**config.mk**
```make
export PLATFORM = sky130hd
export DESIGN_NAME = smx_controller
export DESIGN_NICKNAME = d
export VERILOG_FILES = /design/src/design/smx_pkg.sv /design/src/design/smx_controller.sv
export SDC_FILE = /design/constraint.sdc
export NUM_CORES = 1
export LEC_CHECK = 0
export BUFFER_PORTS_ARGS = -buffer_cell sky130_fd_sc_hd__buf_4
export CAP_MARGIN = 5
export CELL_PAD_IN_SITES_DETAIL_PLACEMENT = 0
export CELL_PAD_IN_SITES_GLOBAL_PLACEMENT = 1
export CORE_AREA = 2 2 39 41
export DETAILED_ROUTE_END_ITERATION = 7
export DIE_AREA = 0 0 41 43
export PLACE_DENSITY_LB_ADDON = 0.1
export SYNTH_ARGS = -nofsm -noshare
export SYNTH_HDL_FRONTEND = slang
export SYNTH_SLANG_ARGS = --single-unit
```
**constraint.sdc**
```tcl
create_clock -name clk -period 2.2 [get_ports clk]
set_clock_uncertainty 0.2 [all_clocks]
set_input_delay 0.22 -clock clk [delete_from_list [all_inputs] [get_ports clk]]
set_output_delay 0.22 -clock clk [all_outputs]
set_load 0.005 [all_outputs]
```
**src/design/smx_pkg.sv**
```systemverilog
// Package for the stack machine execute unit.
// Holds sizes, opcodes, fault codes and the controller/datapath structs.
// No dependencies.
`timescale 1ns / 1ps
package smx_pkg;
  localparam int DATA_DEPTH   = 64;
  localparam int RETURN_DEPTH = 32;
  localparam int ADDR_BITS    = 16;
  localparam int REG_COUNT    = 4;

  localparam int DATA_AW = $clog2(DATA_DEPTH);
  localparam int DATA_CW = $clog2(DATA_DEPTH + 1);
  localparam int RET_AW  = $clog2(RETURN_DEPTH);
  localparam int RET_CW  = $clog2(RETURN_DEPTH + 1);
  localparam int REG_AW  = (REG_COUNT > 1) ? $clog2(REG_COUNT) : 1;

  localparam logic [7:0] OP_PUSH  = 8'd1;
  localparam logic [7:0] OP_ADD   = 8'd2;
  localparam logic [7:0] OP_SUB   = 8'd3;
  localparam logic [7:0] OP_DIV   = 8'd4;
  localparam logic [7:0] OP_MUL   = 8'd5;
  localparam logic [7:0] OP_IN    = 8'd6;
  localparam logic [7:0] OP_PRINT = 8'd7;
  localparam logic [7:0] OP_RET   = 8'd9;
  localparam logic [7:0] OP_EXIT  = 8'd10;
  localparam logic [7:0] OP_CALL  = 8'd11;
  localparam logic [7:0] OP_JMP   = 8'd12;
  localparam logic [7:0] OP_JA    = 8'd13;
  localparam logic [7:0] OP_JAE   = 8'd14;
  localparam logic [7:0] OP_JB    = 8'd15;
  localparam logic [7:0] OP_JBE   = 8'd16;
  localparam logic [7:0] OP_JO    = 8'd17;
  localparam logic [7:0] OP_JC    = 8'd18;
  localparam logic [7:0] OP_JE    = 8'd19;
  localparam logic [7:0] OP_JNE   = 8'd20;
  localparam logic [7:0] OP_RPOP  = 8'd32;
  localparam logic [7:0] OP_RPUSH = 8'd33;

  localparam logic [2:0] F_NONE   = 3'd0;
  localparam logic [2:0] F_UNDER  = 3'd1;
  localparam logic [2:0] F_OVER   = 3'd2;
  localparam logic [2:0] F_DIV0   = 3'd3;
  localparam logic [2:0] F_BADREG = 3'd4;
  localparam logic [2:0] F_BADTGT = 3'd5;

  typedef struct packed {
    logic latch;
    logic div_start;
    logic commit;
  } smx_cmd_t;

  typedef struct packed {
    logic div_go;
    logic div_done;
  } smx_status_t;
endpackage

```
**src/design/smx_controller.sv**
```systemverilog
// Controller state machine: accepts an instruction, sequences execution and
// owns the result valid. Depends on smx_pkg.
`timescale 1ns / 1ps
module smx_controller
  import smx_pkg::*;
(
  input  logic        clk,
  input  logic        rst,
  input  logic        in_valid,
  output logic        in_stall,
  output logic        out_valid,
  input  logic        out_stall,
  input  smx_status_t status,
  output smx_cmd_t    cmd
);
  localparam logic [1:0] S_IDLE = 2'd0;
  localparam logic [1:0] S_EXEC = 2'd1;
  localparam logic [1:0] S_DIV  = 2'd2;
  localparam logic [1:0] S_FIN  = 2'd3;

  logic [1:0] state;
  logic [1:0] state_next;
  logic       out_free;

  assign out_free = !out_valid || !out_stall;
  assign in_stall = state != S_IDLE;

  always_comb begin
    state_next    = state;
    cmd.latch     = 1'b0;
    cmd.div_start = 1'b0;
    cmd.commit    = 1'b0;
    case (state)
      S_IDLE: begin
        if (in_valid) begin
          cmd.latch  = 1'b1;
          state_next = S_EXEC;
        end
      end
      S_EXEC: begin
        if (status.div_go) begin
          cmd.div_start = 1'b1;
          state_next    = S_DIV;
        end else if (out_free) begin
          cmd.commit = 1'b1;
          state_next = S_IDLE;
        end
      end
      S_DIV: begin
        if (status.div_done) begin
          state_next = S_FIN;
        end
      end
      S_FIN: begin
        if (out_free) begin
          cmd.commit = 1'b1;
          state_next = S_IDLE;
        end
      end
      default: state_next = S_IDLE;
    endcase
  end

  always_ff @(posedge clk) begin
    if (rst) begin
      state     <= S_IDLE;
      out_valid <= 1'b0;
    end else begin
      state <= state_next;
      if (cmd.commit) begin
        out_valid <= 1'b1;
      end else if (!out_stall) begin
        out_valid <= 1'b0;
      end
    end
  end

  a_commit_free: assert property (@(posedge clk) disable iff (rst)
    cmd.commit |-> !(out_valid && out_stall))
    else $error("result overwritten while held");
  a_latch_exec: assert property (@(posedge clk) disable iff (rst)
    cmd.latch |=> state == S_EXEC)
    else $error("accepted beat did not enter execution");
  a_div_fin: assert property (@(posedge clk) disable iff (rst)
    (state == S_DIV && status.div_done) |=> state == S_FIN)
    else $error("divide completion missed");
  a_commit_valid: assert property (@(posedge clk) disable iff (rst)
    cmd.commit |=> out_valid)
    else $error("commit did not raise result valid");
endmodule

```
Word level (Yosys, flattened, before mapping)
Cells that the tools add are included.
{"block": "totals", "reg_bits": 3, "wordCells": 28, "out_inout_bits": 5, "inputBits": 6}
{"block": "classes", "eq_ne": 6, "n_mux": 14, "reduce_logical": 6}
{"op": "$mux W1", "n": 8}
{"op": "$mux W2", "n": 4}
{"op": "$pmux W2 S4", "n": 1}
{"op": "$eq A2 B2 Y1 const B", "n": 2}
{"op": "$ne A2 B2 Y1 const B", "n": 2}
{"op": "$eq A2 B1 Y1 const B", "n": 1}
{"op": "$logic_not A1 Y1", "n": 2}
{"op": "$logic_not A2 Y1", "n": 1}
{"op": "$ne A2 B1 Y1 const B", "n": 1}
{"op": "$pmux W1 S2", "n": 1}
{"op": "$reduce_and A2 Y1", "n": 1}
{"op": "$reduce_bool A2 Y1", "n": 1}
{"op": "$logic_or A1 B1 Y1", "n": 1}

Depth between registers and ports, before layout
Gate-level depths: netlist of the first run.
{"block": "depth", "ltp_word": 6, "depth_mapped": 3, "ltp_nobuf": 3}

Least setup slack after synthesis of the first run
Ideal clock, no wire load.
{"block": "synth_path", "path_kind": "register -> output", "startpoint": "reg state[0]", "endpoint": "out cmd[2] (netlist bit)", "required_ps": 1780, "path_stages_with_launch": 3, "arrival_time_ps": 722, "n_path_buf": 0, "path_slack_ps": 1058, "path_cell_list": "dfxtp_1 > or2_2 > nor2_1"}
{"element": "from (decl)", "line_no": "smx_controller.sv:21", "source": "logic [1:0] state;"}
{"element": "from (signal assigned)", "line_no": "smx_controller.sv:69", "source": "state <= state_next;"}
{"element": "to (decl)", "line_no": "smx_controller.sv:14", "source": "output smx_cmd_t cmd"}

==> flow_summary.toml, run 1 <==
[sta]
setup_viol = 0
rsz0062_at_grt = "false"
fin_crit_sh_pct = 71.6
max_freq_ghz = 0.635
period_minus_slack_ns = 1.58
tns_ns = 0
worst_pin_slew_ns = 0.397
hold_viol_final = 0
maxSlewHeadroom_pct = 73.2
drv_slew = 0
timing.hold.ws_ns = 0.107

[power]
pwr-share-seq_pct = 32.1
p_sw_w = 0.0000436
p_per_area_nw_per_um2 = 686
peakVddDrop_v = 0.000214
p_sw_share_pct = 23.0
internal-power_w = 0.000146
comb_power_share_pct = 16.3
power.total_w = 0.000190
clkPwrFrac_pct = 51.5
p_leak_nw = 0.128

[synthesis]
yosys_warnings = 0
ys_ff_latch = 3
seq_area_frac_synth_pct = 41.4
ys_types = 13
synth_area_leaders = "dfxtp_1 (41%), a21oi_1 (6.9%), mux2i_1 (6.9%)"
synth_mux_area_share_pct = 6.90
avgSynthCellArea_um2 = 8.54
synth_top_family_by_area = "compound AO/OA/AOI/OAI gates"
synth_top_cell_area_share_pct = 41.4
synth-compound-area-share_pct = 27.6
synthAdderAreaFrac_pct = 0
synthCells = 17
synth_xor_area_share_pct = 0
synth_fp_nets = 23
syn_area_um2 = 145
synthSimpleGateAreaFrac_pct = 19.0
yosysTopAreaCell = "dfxtp_1"

[placement]
portBuffers = 10
globalplace.congestion = 0.622
dpl_cell_area_um2 = 240

[routing]
viasPerCell = 3.48
drt_iter0_drc = 3
ant_nets = 0
routed_wl_um = 424
dr.pass1.iters = 2
drc = 0
drt-wirelength-per-cell_um = 8.83
vias = 167

[critical_path]
reg2regPathDepth = 3
slowest_delay_ns = 0.37
cp_max_fo = 5
timing.rr.start = "state[1]"
slowest_stage = "o21ai_0"
r2r_slack_ns = 1.06
worstPathCellList = "o21ai_0 -> a21oi_1 -> buf_4"
required_ns = 1.78
crit_arrival_ns = 1.16
critPathTopFamily = "compound AO/OA/AOI/OAI gates"
crit_type = "register to primary output"
crit_buf_inv = 1
rr_endpoint = "state[0]"
critPathLaunchType = "register"
endpoint_kind = "primary output"

[floorplan]
die_w_um = 41
chipHeight_um = 43
pin_count = 11
start_util_pct = 10.5
fp-row-count = 14
core_area_um2 = 1380
die_area_um2 = 1760

[clock_network]
cts_buffers = 3
clock-sinks = 3
clk_latency_ns = 0.23
ctsResizeCount = 0
cts.clk_slew.worst_paths_ns = 0.04
cts_buffer_depth = 2
cts_tree = "yes"
cts_root_buf = "clkbuf_4"
htreeDepth = 1

[worst_hold_path]
worstHoldStart = "out_stall"
hold_class = "primary input to register"
hold_depth = 3
min_to = "out_valid"

[global_route]
gr-total-overflow = 0
antenna_found_initial = 0
grt_max_degree = 6
grt_pass1_vias = 179
grt_pass1_wl_um = 717
track_usage_pct = 6.21

[final_layout]
antenna_cells = 0
fillCellCount = 154
seq_area_um2 = 60.1
syn_to_final_growth_pct = 90.5
nets = 39
drive_gt1_share_pct = 46.9
multiInputGateArea_um2 = 77.6
stdcell_area_um2 = 277

[status]
status = "completed"

[run]
drv_cap = 0
-- cells by family (layout without fill, tap and decap cells) --
| family | Yosys count | after routing |
|---|---|---|
| compound gates | 6 | 6 |
| buf+inv | 2 | 17 |
| flops | 3 | 3 |
| mux | 1 | 1 |
| simple gates | 5 | 5 |
-- metal layers --
| layer | share of wire (%) | global-route usage (%) |
|---|---|---|
| met1 | 47 | 7.35 |
| met2 | 44 | 8.44 |
| met3 | 8.5 | 1.57 |
| met4 | 0 | 6.00 |
| met5 | 0 | 0 |
-- cells in the mapped netlist --
master	count
o31ai_1	1
inv_1	2
dfxtp_1	3
o21ai_0	1
nor2_1	1
nor3b_1	1
or3_1	1
o21ba_2	1
or2_2	1
a21boi_0	1
a21oi_1	2
nand2_1	1
mux2i_1	1
-- flip-flops by register name, summed over array words and instances, names as in the netlist --
register,cells
state,2
out_valid,1
-- area by class of cell --
| type | count | share of cell area, % |
|---|---|---|
| Clock buffer | 4 | 9.50 |
| Inverter | 2 | 2.71 |
| Multi-Input combinational cell | 12 | 28.1 |
| Sequential cell | 3 | 21.7 |
| Tap cell | 16 | 7.24 |
| Timing Repair Buffer | 11 | 30.8 |
-- power groups by stage --
stage                     combinational (W)  clock (W)  sequential (W)
final                             0.0000310  0.0000978       0.0000610
after global placement            0.0000303          0       0.0000621
after floorplan                   0.0000114          0       0.0000610
after global routing              0.0000349   0.000107       0.0000615
after CTS                         0.0000314   0.000103       0.0000611
after detailed placement          0.0000298          0       0.0000620
-- worst max-delay path by stage --
stage / from / endpoint / depth (start not counted) / slack (ns)
6_report: state[1] / cmd[0] / 3 / 0.62
3_3_place_gp: state[1] / cmd[0] / 3 / 0.86
2_1_floorplan: state[0] / cmd[2] / 2 / 1.06
5_1_grt: state[1] / cmd[0] / 3 / 0.55
4_1_cts: state[1] / cmd[0] / 3 / 0.63
3_5_place_dp: state[1] / cmd[0] / 3 / 0.89
-- cells in the final DEF, fill, tap and decap left out --
master         instances
buf_4                 10
clkbuf_4               3
dfxtp_1                3
inv_1                  2
a21oi_1                2
o21ai_0                1
or2_2                  1
nor3b_1                1
nor2_1                 1
nand2_1                1
a21boi_0               1
o21ba_2                1
mux2i_1                1
or3_1                  1
o31ai_1                1
clkbuf_1               1
dlygate4sd3_1          1
-- metrics by stage --
stage / setup slack [ns] / utilization [%] / std cells
after floorplan: 1.06 / - / 17
after global placement: 0.860 / 17.4 / 43
after detailed placement: 0.892 / 17.4 / 43
after CTS: 0.635 / 20.0 / 48
after global routing: 0.553 / 20.0 / 48
final: 0.624 / 20.0 / 48
-- tightest hold or removal path, stage by stage --
cell and delay [ns]:
buf_4 0.08, nand2_1 0.08, a21oi_1 0.12
-- timing repair --
action / 4_1_cts / 5_1_grt
hold endpoints to repair: 1 / 0
hold buffers: 1 / 0
buffers inserted: 0 / 0
No activity file was read; power rests on OpenSTA's default activity.
==> run 2: changes to the inputs <==
--- a/config.mk
+++ b/config.mk
@@ -5,6 +5,7 @@
 export SDC_FILE = /design/constraint.sdc
 export NUM_CORES = 1
 export LEC_CHECK = 0
+export ABC_AREA = 1
 export BUFFER_PORTS_ARGS = -buffer_cell sky130_fd_sc_hd__buf_4
 export CAP_MARGIN = 5
 export CELL_PAD_IN_SITES_DETAIL_PLACEMENT = 0
==> constraint.sdc (replaced) <==
create_clock -name clk -period 1.39 [get_ports clk]
set_clock_uncertainty 0.2 [all_clocks]
set_input_delay 0.139 -clock clk [delete_from_list [all_inputs] [get_ports clk]]
set_output_delay 0.139 -clock clk [all_outputs]
set_load 0.005 [all_outputs]
==> flow_summary.toml, run 2 <==
[synthesis]
yosysTopAreaCell = "dfxtp_1"
synth_most_common_cell = "nand2_1"
synth_top_family_by_area = "simple AND/OR/NAND/NOR gates"
synth_flop_cell = "dfxtp_1"
synth_area_leaders = "dfxtp_1 (39%), nand2_1 (17%), inv_1 (15%)"
synth_fp_nets = 31
synthAdderAreaFrac_pct = 0
synth_mux_area_share_pct = 0
synth_edf_count = 0
yosys_warnings = 0
syn_area_um2 = 153
synth-compound-area-share_pct = 9.84
synthSimpleGateAreaFrac_pct = 36.1
synth_xor_area_share_pct = 0
synthArstFlopShare_pct = 0
synth_commonest_cells = "nand2_1 (7), inv_1 (6), a21oi_1 (3), dfxtp_1 (3), nor2_1 (3)"
avgSynthCellArea_um2 = 6.11
ys_ff_latch = 3
synthCells = 25
ys_types = 7
synth_top_cell_area_share_pct = 39.3
seq_area_frac_synth_pct = 39.3

[routing]
viasPerCell = 3.64
drt-wirelength-per-cell_um = 8.75
ant_nets = 0
routed_wl_um = 490
vias = 204
drc = 0
drt_iter0_drc = 15
dr.pass1.iters = 4

[critical_path]
slowest_delay_ns = 0.34
crit_type = "register to primary output"
critPathTopFamily = "flip-flops"
crit_arrival_ns = 1.00
crit_path_frequent_cell = "nand2_1"
timing.rr.start = "out_valid"
slowest_stage = "dfxtp_2"
reg2regPathDepth = 4
endpoint_kind = "primary output"
critPathLaunchType = "register"
worst-path-stages = 5
critPathLaunch = "state[1]"
worstPathCellList = "inv_1 -> nand2_1 -> nand2_1 -> a21oi_2 -> buf_4"
required_ns = 1.05
crit_buf_inv = 2
cp_max_fo = 4

[sta]
setup_viol = 0
max_freq_ghz = 0.746
rsz0062_at_grt = "false"
timing.hold.ws_ns = 0.0223
maxSlewHeadroom_pct = 89.6
setup_slack_ns = 0.0491
worst_pin_slew_ns = 0.156
period_minus_slack_ns = 1.34
fin_crit_sh_pct = 96.5
drv_slew = 0
hold_viol_final = 0
tns_ns = 0

[worst_hold_path]
hold_depth = 3
hold_class = "primary input to register"
worstHoldStart = "out_stall"

[global_route]
grt_pass1_wl_um = 696
track_usage_pct = 6.43
grt_max_degree = 6
grtUsageMet1_pct = 5.47
antenna_found_initial = 0
grt.busiest_layer = "met2"
grtUsageMet3_pct = 3.14
grt_pass1_vias = 197
grtUsageMet2_pct = 9.06
gr-total-overflow = 0

[clock_network]
clock-sinks = 3
cts_root_buf = "clkbuf_4"
htreeDepth = 1
cts_buffer_depth = 2
clk_latency_ns = 0.24
cts_tree = "yes"
cts.clk_slew.worst_paths_ns = 0.04
cts_buffers = 3

[placement]
hpwlAfterDp_um = 356
portBuffers = 10
pre_cts_slack_ns = 0.265
globalplace.congestion = 0.614

[final_layout]
final_common_cell = "buf_4"
largest_register = "state"
syn_to_final_growth_pct = 89.3
largestRegisters = "state x2, out_valid x1"
largest_reg_flops = 2
nets = 47
antenna_cells = 0
post-route-util_pct = 20.9
drive_gt1_share_pct = 37.5
final_cell_mix = "buf_4 (10), nand2_1 (7), inv_1 (6)"

[floorplan]
die_w_um = 41
start_util_pct = 11.0
die_area_um2 = 1760
core_area_um2 = 1380
chipHeight_um = 43
fp-row-count = 14
pin_count = 11

[power]
power.total_w = 0.000341
peakVddDrop_v = 0.000300
p_leak_nw = 0.158
p_per_area_nw_per_um2 = 1180

[run]
drv_cap = 0

[status]
status = "completed"
run 2: cell type report:
cell class                 instances  area (um2)
sequential                         3        61.3
clock buffer                       4        26.3
inverter                           6        22.5
timing repair buffer              11        85.1
fill                             165        1090
tap                               16        20.0
multi-input combinational         16        73.8
run 2: worst paths after layout:
check | end | slack [ns]
max | cmd[0] | 0.05
min | out_valid | 0.02
max reg2reg | state[1] | 0.40
min reg2reg | state[1] | 0.28
run 2: repair_timing:
item	CTS	global route
gates resized for setup	1	1
endpoints found under the hold margin	3	0
hold buffers	1	0
pin swaps	0	0
buffers inserted	0	0
setup endpoints to repair	1	1
run 2: logic make-up after synthesis:
kind of cell | Yosys count
AO/OA/AOI/OAI | 3
AND/OR/NAND/NOR | 13
buffers and inverters | 6
flip-flops | 3
run 2: worst register-to-register path, cell delays in order, from the launching register on:
cell     delay [ns]
dfxtp_1        0.37
nand2_1        0.10
nand2_1        0.09
nand2_1        0.05
a21oi_1        0.11
run 2: power by group:
group          total (W)  leakage, nW  switching (W)  internal, W
registers       0.000104       0.0251     0.00000868    0.0000953
clock network   0.000160       0.0150      0.0000520     0.000108
logic          0.0000765        0.118      0.0000334    0.0000432
run 2: layer usage:
layer  vias to the layer above  share of wire [%]
met5                         -                  0
met4                         0                1.4
met3                         2                8.4
met2                         7                 53
met1                        90                 37
li1                        105                  -
run 2: stage by stage:
step / instance area, um2 / std cells
floorplan: 153 / 25
global placement: 248 / 51
detailed placement: 248 / 51
CTS: 285 / 56
global route: 289 / 56
finish: 289 / 56
